File: src/rtl/mcpf_pkg.sv
`default_nettype none

package mcpf_pkg;

  // operation codes carried on the opcode field
  typedef enum logic [2:0] {
    OP_ALLOC    = 3'd0,
    OP_FREE     = 3'd1,
    OP_WRITE    = 3'd2,
    OP_READ     = 3'd3,
    OP_CLOSE_WR = 3'd4,
    OP_CLOSE_RD = 3'd5
  } opcode_t;

  // result status codes
  typedef enum logic [1:0] {
    STATUS_OK    = 2'd0,
    STATUS_EOF   = 2'd1,
    STATUS_RETRY = 2'd2,
    STATUS_ERROR = 2'd3
  } status_t;

  localparam int COUNT_W = 13;
  localparam logic [COUNT_W-1:0] TALLY_MAX = 13'h1FFF;
  localparam int MAX_ADDRESSABLE = 8;

  // response of the channel table to one accepted operation
  typedef struct packed {
    logic               has_result;  // single result item to emit
    status_t            status;
    logic [COUNT_W-1:0] byte_count;
    logic [2:0]         granted;
    logic               wr_en;       // append data byte to the ring
    logic               rd_burst;    // stream rd_len bytes from the ring
  } chan_resp_t;

endpackage

`default_nettype wire

File: src/rtl/mcpf_chan_table.sv
`default_nettype none

module mcpf_chan_table #(
  parameter int BUFFER_DEPTH = 4096,
  parameter int MAX_READ     = 64,
  parameter int CH_N         = 8,
  parameter int CHW          = 3,
  parameter int PTRW         = 12,
  parameter int FILLW        = 13
) (
  input  wire logic              clk,
  input  wire logic              rst,
  input  wire logic              cmd_valid,
  input  wire logic [2:0]        opcode,
  input  wire logic [2:0]        channel,
  input  wire logic              burst_end,
  input  wire logic [6:0]        read_length,
  output mcpf_pkg::chan_resp_t   resp,
  output logic      [CHW-1:0]    cidx,
  output logic      [PTRW-1:0]   wr_ptr,
  output logic      [PTRW-1:0]   rd_ptr,
  output logic      [6:0]        rd_len
);

  import mcpf_pkg::*;

  localparam int CW = (FILLW > 7) ? FILLW : 7;
  localparam logic [PTRW:0]    DEPTH_C = (PTRW+1)'(BUFFER_DEPTH);
  localparam logic [FILLW-1:0] FULL_C  = FILLW'(BUFFER_DEPTH);
  localparam logic [6:0]       MAXR_C  = 7'(MAX_READ);
  localparam logic [3:0]       NCH_C   = 4'(CH_N);

  // channel descriptors
  logic [PTRW-1:0]    rp        [CH_N];
  logic [FILLW-1:0]   fill      [CH_N];
  logic [CH_N-1:0]    busy, wgone, rgone;
  logic [COUNT_W-1:0] tally;

  logic [PTRW-1:0]    rp_next   [CH_N];
  logic [FILLW-1:0]   fill_next [CH_N];
  logic [CH_N-1:0]    busy_next, wgone_next, rgone_next;
  logic [COUNT_W-1:0] tally_next;

  logic               ch_ok;
  logic               found;
  logic [CHW-1:0]     aidx;
  logic [PTRW-1:0]    rp_cur;
  logic [FILLW-1:0]   fill_cur;
  logic [PTRW:0]      wsum, rsum;
  logic [6:0]         req_c;
  logic [CW-1:0]      n_ext;
  logic [COUNT_W-1:0] tally_inc;

  assign ch_ok = ({1'b0, channel} < NCH_C);
  assign cidx  = CHW'(channel);

  // lowest free channel for alloc
  always_comb begin
    found = 1'b0;
    aidx  = '0;
    for (int i = CH_N - 1; i >= 0; i--) begin
      if (!busy[i]) begin
        found = 1'b1;
        aidx  = CHW'(i);
      end
    end
  end

  // ring arithmetic for the addressed channel
  always_comb begin
    rp_cur   = ch_ok ? rp[cidx] : '0;
    fill_cur = ch_ok ? fill[cidx] : '0;
    wsum     = (PTRW+1)'(rp_cur) + (PTRW+1)'(fill_cur);
    wr_ptr   = (wsum >= DEPTH_C) ? PTRW'(wsum - DEPTH_C) : PTRW'(wsum);
    if (read_length == 7'd0) begin
      req_c = 7'd1;
    end else if (read_length > MAXR_C) begin
      req_c = MAXR_C;
    end else begin
      req_c = read_length;
    end
    n_ext  = (CW'(req_c) < CW'(fill_cur)) ? CW'(req_c) : CW'(fill_cur);
    rd_len = 7'(n_ext);
    rd_ptr = rp_cur;
    rsum   = (PTRW+1)'(rp_cur) + (PTRW+1)'(n_ext);
    tally_inc = (tally < TALLY_MAX) ? tally + COUNT_W'(1) : tally;
  end

  // operation decode and descriptor next state
  always_comb begin
    rp_next    = rp;
    fill_next  = fill;
    busy_next  = busy;
    wgone_next = wgone;
    rgone_next = rgone;
    tally_next = tally;
    resp       = '0;
    resp.status = STATUS_OK;
    if (cmd_valid) begin
      case (opcode_t'(opcode))
        OP_ALLOC: begin
          resp.has_result = 1'b1;
          if (found) begin
            busy_next[aidx]  = 1'b1;
            wgone_next[aidx] = 1'b0;
            rgone_next[aidx] = 1'b0;
            rp_next[aidx]    = '0;
            fill_next[aidx]  = '0;
            resp.granted     = 3'(aidx);
          end else begin
            resp.status = STATUS_ERROR;
          end
        end
        OP_FREE: begin
          if (ch_ok) begin
            busy_next[cidx] = 1'b0;
          end
        end
        OP_WRITE: begin
          if (!ch_ok || !busy[cidx] || rgone[cidx]) begin
            tally_next      = '0;
            resp.has_result = 1'b1;
            resp.status     = STATUS_ERROR;
          end else begin
            if (fill_cur < FULL_C) begin
              resp.wr_en      = 1'b1;
              fill_next[cidx] = fill_cur + FILLW'(1);
              tally_next      = tally_inc;
            end
            if (burst_end) begin
              resp.has_result = 1'b1;
              resp.byte_count = (fill_cur < FULL_C) ? tally_inc : tally;
              tally_next      = '0;
            end
          end
        end
        OP_READ: begin
          if (!ch_ok || !busy[cidx]) begin
            resp.has_result = 1'b1;
            resp.status     = STATUS_ERROR;
          end else if (fill_cur == '0) begin
            resp.has_result = 1'b1;
            resp.status     = wgone[cidx] ? STATUS_EOF : STATUS_RETRY;
          end else begin
            resp.rd_burst   = 1'b1;
            fill_next[cidx] = fill_cur - FILLW'(n_ext);
            rp_next[cidx]   = (rsum >= DEPTH_C) ? PTRW'(rsum - DEPTH_C) : PTRW'(rsum);
          end
        end
        OP_CLOSE_WR: begin
          if (ch_ok && busy[cidx]) begin
            wgone_next[cidx] = 1'b1;
            if (rgone[cidx]) begin
              busy_next[cidx] = 1'b0;
            end
          end
        end
        OP_CLOSE_RD: begin
          if (ch_ok && busy[cidx]) begin
            rgone_next[cidx] = 1'b1;
            if (wgone[cidx]) begin
              busy_next[cidx] = 1'b0;
            end
          end
        end
        default: begin
        end
      endcase
    end
  end

  // descriptor registers
  always_ff @(posedge clk) begin
    if (rst) begin
      busy  <= '0;
      wgone <= '0;
      rgone <= '0;
      tally <= '0;
      for (int i = 0; i < CH_N; i++) begin
        rp[i]   <= '0;
        fill[i] <= '0;
      end
    end else begin
      busy  <= busy_next;
      wgone <= wgone_next;
      rgone <= rgone_next;
      tally <= tally_next;
      rp    <= rp_next;
      fill  <= fill_next;
    end
  end

endmodule

`default_nettype wire

File: config.mk
export PLATFORM = sky130hd
export DESIGN_NAME = mcpf_chan_table
export DESIGN_NICKNAME = d
export VERILOG_FILES = /design/src/rtl/mcpf_pkg.sv /design/src/rtl/mcpf_chan_table.sv
export SDC_FILE = /design/constraint.sdc
export NUM_CORES = 1
export LEC_CHECK = 0
export ABC_CLOCK_PERIOD_IN_PS = 12800
export BUFFER_PORTS_ARGS = -buffer_cell sky130_fd_sc_hd__buf_2
export CELL_PAD_IN_SITES_DETAIL_PLACEMENT = 0
export CELL_PAD_IN_SITES_GLOBAL_PLACEMENT = 1
export CORE_ASPECT_RATIO = 0.5
export CORE_MARGIN = 5
export CORE_UTILIZATION = 52
export CTS_BUF_LIST = sky130_fd_sc_hd__clkbuf_8
export CTS_CLUSTER_SIZE = 40
export DETAILED_ROUTE_END_ITERATION = 6
export PLACE_DENSITY = 0.86
export SYNTH_ARGS = -nofsm -noshare
export SYNTH_HDL_FRONTEND = slang
export SYNTH_SLANG_ARGS = --single-unit
File: constraint.sdc
create_clock -name clk -period 12.8 [get_ports clk]
set_input_delay 0 -clock clk [delete_from_list [all_inputs] [get_ports clk]]
set_output_delay 0 -clock clk [all_outputs]
set_load 0.1 [all_outputs]
Word level (Yosys, flattened, before mapping)
Index checks and enable logic that the tools add are counted.
{ "totals": {"register_bits": 237, "input_bits": 17} }
{ "classes": {"addsub": 7, "order_cmp": 14, "n_eq_ne": 14, "mux": 94, "n_bitwise": 14, "reduce_logical": 20} }
{ "op_table": {"columns": ["operator", "n"], "rows": [
  ["two-way mux 104 bit", 5],
  ["case mux 104 bit (3 select lines)", 1],
  ["two-way mux 96 bit", 3],
  ["bitwise mux 104 bit", 2],
  ["case mux 96 bit (2 select lines)", 1],
  ["two-way mux 13 bit", 12],
  ["AND 104 bit", 1],
  ["NOT 104 bit", 1],
  ["AND 96 bit", 1],
  ["bitwise mux 96 bit", 1],
  ["NOT 96 bit", 1],
  ["demux 13 bit (select 3 bit)", 2],
  ["demux 12 bit (select 3 bit)", 2],
  ["two-way mux 12 bit", 6],
  ["two-way mux 8 bit", 9],
  ["binary-select mux 13 bit (select 3 bit)", 1],
  ["binary-select mux 12 bit (select 3 bit)", 1],
  ["two-way mux 3 bit", 12],
  ["case mux 8 bit (2 select lines)", 2],
  ["case mux 8 bit (4 select lines)", 1],
  ["adder 12 x 13 -> 13 bit", 2],
  ["adder 13 x 1 -> 13 bit, second input constant", 2],
  ["greater-or-equal comparator 13 bit, second input constant", 2],
  ["less-than comparator 13 bit, second input constant", 2],
  ["36 further kinds", 90]
]} }

Longest topological paths before layout
{ "depth": {"ltp_word": 17, "depth_mapped": 25, "ltp_nobuf": 20} }

Least setup slack after synthesis
Ideal clock, no wire load.
{ "synth_timing": {"kind": "input to output", "startpoint": "input port channel[0]", "endpoint": "output port wr_ptr[10]", "t_arrival_ps": 7700, "t_required_ps": 12800, "slack_ps": 5100, "path_stages": 18, "path_buffers": 6, "cell_sequence": "buf_2 > buf_2 > buf_4 > buf_2 > and3b_1 > clkbuf_1 > clkbuf_1 > a22oi_1 > nand4_1 > ha_1 > nor2b_1 > o21ai_0 > a21boi_0 > o21ai_0 > a21o_1 > a21boi_0 > o21a_1 > o311ai_0"} }
{ "synth_between": {"elab_chain_cells": 7, "elab_cells_between_ends": 11} }
{ "synth_rtl": {"columns": ["element", "line_no", "source"], "rows": [
  ["start, declared", "mcpf_chan_table.sv:15", "input wire logic [2:0] channel,"],
  ["NOT 3 -> 4 bit (not written as such) (*)", "mcpf_chan_table.sv:71", "rp_cur = ch_ok ? rp[cidx] : '0;"],
  ["binary-select mux 12 bit (select 3 bit) (*)", "mcpf_chan_table.sv:71", null],
  ["two-way mux 12 bit (not written as such) (*) (2 in series)", "mcpf_chan_table.sv:71", null],
  ["named net rd_ptr[2]", "mcpf_chan_table.sv:21", "output logic [PTRW-1:0] rd_ptr,"],
  ["adder 12 x 13 -> 13 bit (*)", "mcpf_chan_table.sv:73", "wsum = (PTRW+1)'(rp_cur) + (PTRW+1)'(fill_cur);"],
  ["subtractor 12 x 1 -> 12 bit or greater-or-equal comparator 13 bit (tied branches)", "mcpf_chan_table.sv:74", "wr_ptr = (wsum >= DEPTH_C) ? PTRW'(wsum - DEPTH_C) : PTRW'(wsum);"],
  ["two-way mux 12 bit (*)", "mcpf_chan_table.sv:74", null],
  ["end, declared", "mcpf_chan_table.sv:20", "output logic [PTRW-1:0] wr_ptr,"]
]} }
Mark *: on every way through the listed nets, which the timed path passes. The rest lies on a longest branch. The select of a mux whose other input is x is not followed.

Worst setup path in the final report
{ "layout_timing": {"startpoint": "input port channel[2]", "endpoint": "register rp[70] in the netlist's numbering"} }
{ "layout_between": {"elab_chain_cells": 13, "elab_cells_between_ends": 28} }
{ "layout_rtl": {"columns": ["element", "line_no", "source"], "rows": [
  ["NOT 3 -> 4 bit", "mcpf_chan_table.sv:71, mcpf_chan_table.sv:72, mcpf_chan_table.sv:147", null],
  ["binary-select mux 13 bit (select 3 bit)", "mcpf_chan_table.sv:72", "fill_cur = ch_ok ? fill[cidx] : '0;"],
  ["two-way mux 13 bit (not written as such) (2 in series)", "mcpf_chan_table.sv:72", null],
  ["less-than comparator 7 x 13 -> 1 bit", "mcpf_chan_table.sv:82", "n_ext = (CW'(req_c) < CW'(fill_cur)) ? CW'(req_c) : CW'(fill_cur);"],
  ["two-way mux 13 bit", "mcpf_chan_table.sv:82", null],
  ["adder 12 x 13 -> 13 bit", "mcpf_chan_table.sv:85", "rsum = (PTRW+1)'(rp_cur) + (PTRW+1)'(n_ext);"],
  ["subtractor 12 x 1 -> 12 bit or greater-or-equal comparator 13 bit (tied branches)", "mcpf_chan_table.sv:147", "rp_next[cidx] = (rsum >= DEPTH_C) ? PTRW'(rsum - DEPTH_C) : PTRW'(rsum);"],
  ["two-way mux 12 bit", "mcpf_chan_table.sv:147", null],
  ["bitwise mux 96 bit", "mcpf_chan_table.sv:147", null],
  ["two-way mux 96 bit", "mcpf_chan_table.sv:141", "end else if (fill_cur == '0) begin"],
  ["two-way mux 96 bit", "mcpf_chan_table.sv:138", "if (!ch_ok || !busy[cidx]) begin"],
  ["case mux 96 bit (2 select lines)", "mcpf_chan_table.sv:100", "case (opcode_t'(opcode))"],
  ["end signal, assigned", "mcpf_chan_table.sv:188", "rp <= rp_next;"],
  ["end, declared", "mcpf_chan_table.sv:34", "logic [PTRW-1:0] rp [CH_N];"]
]} }
Parallel ways exist; a longest one is shown, timed or not. The select of a mux whose other input is x is not followed.
A chain may end at the register's enable or synchronous reset.

==> out/results.tsv <==
stage	metric	value	unit
setup_path	crit_fanout	56	
status	outcome	finished, final reports clean	
synth	synth.most_common_cell	dfxtp_1	
power_and_ir_drop	seqPwrFrac	0.447	
final_layout	final_cells	2060	
final_layout	area_delta_synth_final	8.85	%
timing	fin_setup_tns	0	ns
timing	period_share	0.538	
synth	ys_ff_latch	237	
die	core-area	26300	sq um
synth	synth_commonest_cells	dfxtp_1 (237), nand2_1 (141), nor2_1 (138)	
clock_network	cts_buffers	37	
min_path	hold_path_startpoint	cmd_valid	
global_route	antenna_found_initial	1	
timing	skew	0.0280	ns
timing	relSlewSlack	0.174	
global_route	grt_max_degree	92	
place	gp_congestion	1.01	
drt	via_count	14200	
min_path	hold_path_end	rgone[0]	
place	port_buffers	71	
drt	drc_errors	0	
synth	synth_top_cell_area_share	0.345	
die	die_h	125	um
synth	syn_inst	1654	
min_path	hold_path_depth	4	
final_layout	layout.nets	1740	
clock_network	root_buffer	clkbuf_8	
clock_network	cts_resized	0	
drt	wire_per_inst	25.5	um
final_layout	drive_gt1_frac	0.129	
global_route	overflow	0	
place	dp.cells	1990	
power_and_ir_drop	internal_power	1.13	mW
clock_network	clock_latency	0.57	ns
setup_path	r2r_setup_slack	6.49	ns
timing	slew_viol_final	0	
clock_network	cts_tree	done	
synth	synth_area_leaders	dfxtp_1 (34%), a21oi_1 (4.9%), nand2_1 (3.8%)	
timing	worst_pin_slew	1.23	ns
setup_path	r2r-start	fill[5]	
global_route	grt_usage	0.336	
timing	setup_violations	0	
clock_network	clkTransAtPathRegs	0.07	ns
timing	max_freq	145	MHz
timing	hold_violations	0	
synth	syn-cell-area	13800	sq um
flow_run	cap_violations	0	
power_and_ir_drop	peakVddDrop	0.0577	mV
die	ios	72	
setup_path	cp.required	13.30	ns
global_route	grt_pass1_vias	13400	
setup_path	reg2reg_depth	19	
timing	whs	0.0667	ns
drt	via_per_inst	6.89	
synth	async_flop_share	0	
power_and_ir_drop	swShare	0.315	
drt	ant_nets	0	
setup_path	crit_path_end_kind	flip-flop	
clock_network	clock-sinks	237	
clock_network	postCtsSetupBuffers	0	
timing	rsz0062_at_grt	false	
drt	wl	52.5	mm
power_and_ir_drop	pwr_density_cell	110	nW/um^2
global_route	grt_first_pass_wirelength	79.5	mm
synth	synth_top_cell_by_area	dfxtp_1	
synth	yosysWarnings	0	
timing	min_period	6.89	ns
synth	seq_area_frac_synth	0.345	
power_and_ir_drop	power.leakage	5.38	nW
place	hpwl	35.1	mm
setup_path	rr_endpoint	rp[70]	
clock_network	clk_path_buf_depth	3	
final_layout	fill_cells	2452	
die	start_util	0.524	
die	rows	42	
setup_path	crit_type	primary input to flip-flop	
drt	dr.pass1.iters	6	
clock_network	cts_max_level	2	
min_path	hp-class	primary input to flip-flop	
power_and_ir_drop	comb_power_share	0.152	
power_and_ir_drop	power_switching	521	uW
synth	ys.flop_type	dfxtp_1	
power_and_ir_drop	pwr-share-clk	0.401	
drt	drt_iter0_markers	1965	
setup_path	crit_arrival	7.39	ns
setup_path	start_kind	primary input	
synth	syn_avg_cell_area	8.32	sq um
die	dieArea	30000	sq um
synth	synth_cell_types	95	
clock_network	hold_buffers	5	
die	die_x	240	um
synth	synth_edf_count	0	
cell type report:
| type | instances | area [sq um] | area share |
|---|---|---|---|
| multi-input cells | 1256 | 8310 | 0.554 |
| clock inverters | 16 | 70.1 | 0.00467 |
| diodes | 1 | 2.50 | 0.000167 |
| well taps | 352 | 440 | 0.0294 |
| flip-flops and latches | 237 | 4740 | 0.317 |
| clock buffers | 48 | 661 | 0.0441 |
| inverters | 54 | 204 | 0.0136 |
| repair buffers | 96 | 558 | 0.0372 |
routing by layer:
metal	share of wire	routed length, um	track usage	vias to the layer above
met5	0.00025	13	0	-
met4	0.040	2110	0.129	2
met3	0.12	6410	0.105	176
met2	0.42	21900	0.485	889
met1	0.42	22100	0.470	6845
li1	-	-	-	6290
through the flow:
stage | power (mW) | setup slack (ns) | area (sq um) | util
3_5_place_dp | 0.997 | 5.53 | 14200 | 0.541
4_1_cts | 1.65 | 6.12 | 15000 | 0.570
3_3_place_gp | 0.995 | 5.76 | 14200 | 0.541
5_1_grt | 1.70 | 5.42 | 15000 | 0.570
6_report | 1.65 | 5.91 | 15000 | 0.570
2_1_floorplan | 0.935 | 5.10 | 13800 | -
placed cells by master, fill, tap and decap left out, types with 6 or more instances in the layout:
cell type / count
a211oi_1: 13
a21o_1: 7
a21oi_1: 134
a221oi_1: 15
a22o_1: 49
a22oi_1: 64
a31oi_1: 11
a32o_1: 7
and2_1: 6
and3_1: 12
buf_2: 70
buf_4: 21
clkbuf_8: 48
clkinv_2: 6
dfxtp_1: 237
ha_1: 38
inv_1: 59
mux2_2: 18
mux2i_1: 40
mux4_2: 9
nand2_1: 141
nand2b_1: 12
nand3_1: 99
nand4_1: 17
nor2_1: 138
nor2b_1: 16
nor3_1: 35
nor3b_1: 12
nor4_1: 10
o211ai_1: 21
o21a_1: 6
o21ai_0: 98
o221ai_1: 6
o22ai_1: 8
o2bb2ai_1: 32
o311ai_0: 12
o31ai_1: 16
or3_1: 10
xnor2_1: 20
xor2_1: 9
flip-flops by register name (all words and copies together) (netlist names):
register / count
wgone: 8
busy: 8
tally: 13
rp: 96
fill: 104
rgone: 8
worst max path at each step:
| stage | startpoint | endpoint | depth (start not counted) |
|---|---|---|---|
| after floorplan | channel[0] | wr_ptr[10] | 18 |
| after global placement | channel[2] | rp[56] | 21 |
| after detailed placement | channel[2] | rp[58] | 21 |
| after CTS | channel[2] | rp[58] | 21 |
| after global routing | channel[2] | rp[10] | 21 |
| final | channel[2] | rp[70] | 21 |
cell families (layout without fill, tap and decap cells):
group / count (synthesis) / count (layout) / synth area share
compound gates: 565 / 565 / 0.289
simple gates: 549 / 549 / 0.195
flops: 237 / 237 / 0.345
buf+inv: 164 / 214 / 0.0548
mux: 68 / 68 / 0.0595
fa+ha+maj: 41 / 41 / 0.0389
xor+xnor: 29 / 29 / 0.0184
other cells: 1 / 5 / 0.000272
power by group through the flow:
| stage | Clock, mW | Sequential [mW] | Combinational (mW) |
|---|---|---|---|
| floorplan | 0 | 0.756 | 0.180 |
| global placement | 0 | 0.756 | 0.238 |
| detailed placement | 0 | 0.756 | 0.240 |
| CTS | 0.669 | 0.740 | 0.242 |
| global route | 0.699 | 0.739 | 0.262 |
| finish | 0.664 | 0.740 | 0.251 |
worst max-delay path: stages:
cell	delay [ns]
buf_2	0.35
buf_4	0.69
inv_1	0.52
a221oi_1	0.42
o22a_1	0.40
ha_1	0.25
nor3_1	0.06
nor2_1	0.10
o211ai_1	0.11
a211oi_2	0.97
mux2_2	0.46
ha_1	0.22
fa_1	0.44
a21o_1	0.18
a21oi_1	0.22
o21bai_1	0.11
a2111oi_0	0.76
nor2_1	0.17
o211ai_1	0.60
nand2_1	0.11
a21oi_1	0.15
(Power assumes the default switching activity.)
